$ cat src/hw/rtl/sgdm_pkg.sv
// Shared types, constants and fixed-point helpers for the SGD momentum update core.
package sgdm_pkg;

  localparam int IDX_W            = 12;
  localparam int DATA_W           = 32;
  localparam int COEF_W           = 24;
  localparam int CFG_IDX_W        = 2;
  localparam int IN_TDATA_W       = 80;
  localparam int OUT_TDATA_W      = 80;
  localparam int NUM_ELEMENTS_DEF = 4096;
  localparam int OUT_FIFO_DEPTH   = 16;
  localparam int FIFO_PTR_W       = $clog2(OUT_FIFO_DEPTH);
  localparam int FIFO_CNT_W       = FIFO_PTR_W + 1;

  localparam logic [COEF_W-1:0] LR_RESET = 24'd167772;

  typedef enum logic [CFG_IDX_W-1:0] {
    REG_LR    = 2'd0,
    REG_MOM   = 2'd1,
    REG_DECAY = 2'd2,
    REG_NEST  = 2'd3
  } cfg_reg_t;

  typedef struct packed {
    logic [IDX_W-1:0]         idx;
    logic signed [DATA_W-1:0] new_param;
    logic signed [DATA_W-1:0] new_velocity;
    logic                     saturated;
  } result_t;

  // Q16.16 (34-bit headroom) times unsigned Q0.24 (up to 2^24), exact.
  function automatic logic signed [57:0] mul_q24(input logic signed [33:0] a,
                                                 input logic [24:0] c);
    logic signed [57:0] ae;
    logic signed [57:0] ce;
    ae = 58'(a);
    ce = 58'($signed({1'b0, c}));
    return ae * ce;
  endfunction

  // Round to nearest, ties toward +inf, back to Q16.16.
  function automatic logic signed [33:0] round_q24(input logic signed [57:0] p);
    logic signed [57:0] t;
    t = p + 58'sd8388608;
    return $signed(t[57:24]);
  endfunction

  function automatic logic signed [31:0] sat32(input logic signed [33:0] x);
    if (x > 34'sd2147483647) begin
      return 32'sh7fffffff;
    end else if (x < -34'sd2147483648) begin
      return 32'sh80000000;
    end else begin
      return x[31:0];
    end
  endfunction

  function automatic logic clip32(input logic signed [33:0] x);
    return (x > 34'sd2147483647) || (x < -34'sd2147483648);
  endfunction

endpackage

$ cat src/hw/rtl/sgdm_out_fifo.sv
// Output result FIFO that decouples the free-running pipeline from the receiver.
module sgdm_out_fifo (
  input  logic             clk,
  input  logic             rst,
  input  logic             push,
  input  sgdm_pkg::result_t push_data,
  input  logic             pop,
  output logic             out_valid,
  output sgdm_pkg::result_t out_data
);
  import sgdm_pkg::*;

  result_t                entries [OUT_FIFO_DEPTH];
  logic [FIFO_PTR_W-1:0]  wr_ptr;
  logic [FIFO_PTR_W-1:0]  rd_ptr;
  logic [FIFO_CNT_W-1:0]  count;

  assign out_valid = (count != '0);
  assign out_data  = entries[rd_ptr];

  always_ff @(posedge clk) begin
    if (push) begin
      entries[wr_ptr] <= push_data;
    end
  end

  always_ff @(posedge clk) begin
    if (rst) begin
      wr_ptr <= '0;
      rd_ptr <= '0;
      count  <= '0;
    end else begin
      if (push) begin
        wr_ptr <= wr_ptr + 1'b1;
      end
      if (pop && out_valid) begin
        rd_ptr <= rd_ptr + 1'b1;
      end
      count <= count + FIFO_CNT_W'(push) - FIFO_CNT_W'(pop && out_valid);
    end
  end

endmodule

$ cat config.mk
export PLATFORM = sky130hd
export DESIGN_NAME = sgdm_out_fifo
export DESIGN_NICKNAME = d
export VERILOG_FILES = /design/src/hw/rtl/sgdm_pkg.sv /design/src/hw/rtl/sgdm_out_fifo.sv
export SDC_FILE = /design/constraint.sdc
export NUM_CORES = 1
export LEC_CHECK = 0
export ABC_CLOCK_PERIOD_IN_PS = 5500
export BUFFER_PORTS_ARGS = -buffer_cell sky130_fd_sc_hd__buf_2
export CORE_ASPECT_RATIO = 2
export CORE_UTILIZATION = 40
export DETAILED_ROUTE_END_ITERATION = 12
export PLACE_DENSITY = 0.54
export SLEW_MARGIN = 20
export SYNTH_ARGS = -nofsm -noshare
export SYNTH_HDL_FRONTEND = slang
export SYNTH_SLANG_ARGS = --single-unit
$ cat constraint.sdc
create_clock -name clk -period 5.5 [get_ports clk]
set_input_delay 0.55 -clock clk [delete_from_list [all_inputs] [get_ports clk]]
set_output_delay 0.55 -clock clk [all_outputs]
set_load 0.005 [all_outputs]
; Word level (Yosys, flattened, before mapping)
; Memory sizes are Yosys's and may differ from the RTL's. A register that Yosys moved wholly into a read port is not among the register bits.
; Index checks and enable logic that the tools add are counted.
[op_classes]
addsub = 4
n_mux = 4
reduce_logical = 2
[ops]
columns = op, count
row1 = "4-bit by 1-bit adder with 4-bit output, second input constant", 2
row2 = 4-bit 2-to-1 mux, 2
row3 = 5-bit by 1-bit adder with 5-bit output, 1
row4 = 5-bit nonzero test, 1
row5 = 5-bit by 1-bit subtractor with 5-bit output, 1
row6 = 1-bit 2-to-1 mux, 2
row7 = 1-bit logical AND, 1
[totals]
regBits = 13
ram_bits = 1232
elab_cells = 14
n_memories = 1
[mem_list]
columns = name, depth, width, rd, rd_clocked_by_memory_dff, wr, line_no
row1 = entries, 16, 77, 1, 1, 1, sgdm_out_fifo.sv:13  ; result_t entries [OUT_FIFO_DEPTH];

; Longest topological paths before layout
[depth]
word_depth = 4
ltp_mapped = 14
mapped_depth_nobuf = 13

; Worst setup path before layout
; OpenSTA, ideal clock, no wires.
[synth_timing]
path_kind = input -> register
from = input port push
to = memory entries[0][0] (netlist bit) (enable)
setup_time_ns = 0.443
t_arrival_ns = 2.926
required_ns = 5.057
setup_slack_ns = 2.131
stages = 3
path_cell_list = clkbuf_1 > nor3b_1 > and2_1
[synth_between]
elab_chain_len = 2
[synth_rtl]
columns = element, line_no
row1 = start: declaration, sgdm_out_fifo.sv:5  ; input logic push,
row2 = 1-bit 2-to-1 mux, sgdm_out_fifo.sv:22  ; if (push) begin
row3 = 1-bit 2-to-1 mux (not written as such), sgdm_out_fifo.sv:23  ; entries[wr_ptr] <= push_data;
row4 = end: declaration, sgdm_out_fifo.sv:13
; Every way passes these cells.

==> results.toml <==
[run_status]
status = "finished, final reports clean"

[synthesis]
synth.distinct_cells = 29
synth_nets = 2072
syn-cell-area_um2 = 46800
synth_edf_count = 1232
async_flop_share_pct = 0
syn_avg_cell_area_um2 = 23.7
ys.warnings.count = 0
synth_top_area_cell = "edfxtp_1"
synth_top_area_share_pct = 79.0
yosysSeqAreaShare_pct = 79.7
postSynthCellCount = 1979
yosys_register_bits = 1249
synth_area_leaders = "edfxtp_1, mux4_2, a22oi_1, dfxtp_1, nand2_1"
synth-main-ff-cell = "edfxtp_1"

[worst_setup_path]
crit_slowest_cell = "dfxtp_4"
r2r-end = "count[4]"
r2r_slack_ns = 2.43
arrival_ns = 3.39
cp_max_fo = 46
crit_type = "flop to output pin"
cpPeakStageDelay_ns = 1.01
cp_cell_sequence = "buf_12 > mux4_2 > a22oi_1 > nand2_1 > buf_2"
critPathCapture = "out_data[13]"
reg2reg_from = "count[2]"
rr_worst_depth = 13
critPathBufInv = 2
endpoint_kind = "output pin"
crit_family = "flip-flops"
cp_num_cells = 5
crit_required_ns = 4.95
critPathLaunchType = "flop"

[cts]
root_buffer = "clkbuf_16"
postCtsSetupBuffers = 0
clock_tree.buffer_depth = 3
cts_hold_buf = 0
ctsResizeCount = 0
cts_tree = "built"
clock-sinks = 1249
h-tree-depth = 3
clk_latency_ns = 0.71
path_clk_slew_ns = 0.07
cts-buffers-inserted = 106

[grt]
grt_usage_pct = 19.2
grt-ovfl-total = 0
grt_pass1_wl_um = 163000
grt_max_degree = 78
grt_antenna_before_repair = 22
grt_pass1_vias = 23524

[floorplanning]
core-area_um2 = 116000
die_width_um = 244
die_area_um2 = 119000
io-pin-count = 159
die_y_um = 486
start_util_pct = 40.3
num_rows = 177

[timing]
fin_skew_ns = 0.0362
setup_tns_ns = 0
rsz0062_at_grt = "no"
setup_violations = 0
fin_crit_sh_pct = 71.7
worst_slew_pin_slew_ns = 1.03
fin_crit_ns = 3.94
fmax_ghz = 0.254
hold_ws_ns = 0.153
slew_viol_final = 0
max_slew_margin_pct = 31.6
hold_viol = 0

[layout]
fin_nets = 2287
final_util_pct = 45.8
final_common_cell = "edfxtp_1"
layout-drive-gt1-share_pct = 31.0
mostFrequentLayoutCells = "edfxtp_1, mux4_2, buf_2"
area.growth.synth_to_final_pct = 13.6
stdcell_area_um2 = 53200
fin_cells = 3811

[routing]
drt-initial-drc-count = 1634
ant_nets = 0
vias = 21360
routedWlPerCell_um = 29.4
drt_pass1_iterations = 5
vias_per_cell = 5.60
drc = 0
drt-total-wl_um = 112000

[placement]
gp_congestion = 0.715
dpl_cell_area_um2 = 49700
dpl.hpwl_um = 60100
port-buffer-count = 158
place_inst = 3607

[flow_run]
maxCapViolations = 0

[pwr]
p_per_area_nw_per_um2 = 412
peakVddDrop_uv = 258
p_leak_uw = 0.0164

[worst_hold_path]
hold_path.class = "primary input to flop"
## stage by stage
stage          total power, uW  setup WS (ns)
2_1_floorplan            13500           2.13
3_3_place_gp             14600           2.11
3_5_place_dp             14600           2.14
4_1_cts                  22200           1.35
5_1_grt                  22700           1.28
6_report                 21900           1.56
## area by class of cell
class | count | area, um^2
antenna | 5 | 12.5
clock buffer | 117 | 2690
clock inverter | 82 | 845
fill | 9645 | 63100
inverter | 9 | 33.8
multi-input combinational | 615 | 8990
sequential | 1249 | 37300
tap | 1521 | 1900
timing repair buffer | 213 | 1390
## flip-flops by register name (all words and copies together) (netlist names), named ones only
signal	cells
entries	1232
count	5
wr_ptr	4
rd_ptr	4
## how the worst min path moves through the flow
stage | endpoint | slack [ns] | cells after the start | startpoint
floorplan | flop | 0.46 | 2 | rd_ptr[1]
global placement | flop | 0.47 | 2 | rd_ptr[1]
detailed placement | flop | 0.49 | 2 | rd_ptr[1]
CTS | flop | 0.10 | 3 | pop
global route | flop | 0.15 | 3 | pop
finish | flop | 0.15 | 3 | pop
## layer usage
metal | GRT usage (%) | vias to the layer above | share of wire, %
met3 | 3.47 | 166 | 4.8
li1 | - | 8880 | -
met2 | 34.1 | 543 | 53
met5 | 0 | - | 0.16
met4 | 5.52 | 30 | 2.2
met1 | 23.8 | 11741 | 39
## worst register-to-register path, delay by kind of cell, from the launching register on
| family | cells | cell delay, ns |
|---|---|---|
| DFF | 1 | 0.32 |
| buffers and inverters | 3 | 0.19 |
| and+or+nand+nor | 4 | 1.09 |
| AOI/OAI and AO/OA | 2 | 0.34 |
| adders and majority gates | 4 | 1.06 |
## power by group
group,switching [uW],internal [uW],total (uW)
Clock,3510,4100,7620
Sequential,168,10600,10800
Combinational,1690,1850,3530
## synth_stat cells (all sizes together) (6+ instances only)
| cell | instances |
|---|---|
| a22oi | 154 |
| and2 | 17 |
| buf | 49 |
| clkbuf | 57 |
| dfxtp | 17 |
| edfxtp | 1232 |
| ha | 11 |
| inv | 9 |
| mux4 | 308 |
| nand2 | 81 |
| nor2 | 13 |
| xor2 | 6 |
## cells by family after synthesis
| logic type | synth area share [%] |
|---|---|
| fa+ha+maj | 0.337 |
| compound gates | 2.54 |
| buf+inv | 1.21 |
| mux | 14.8 |
| xor+xnor | 0.168 |
| simple gates | 1.18 |
| flops | 79.7 |
Power figures use the tool's default switching activity.
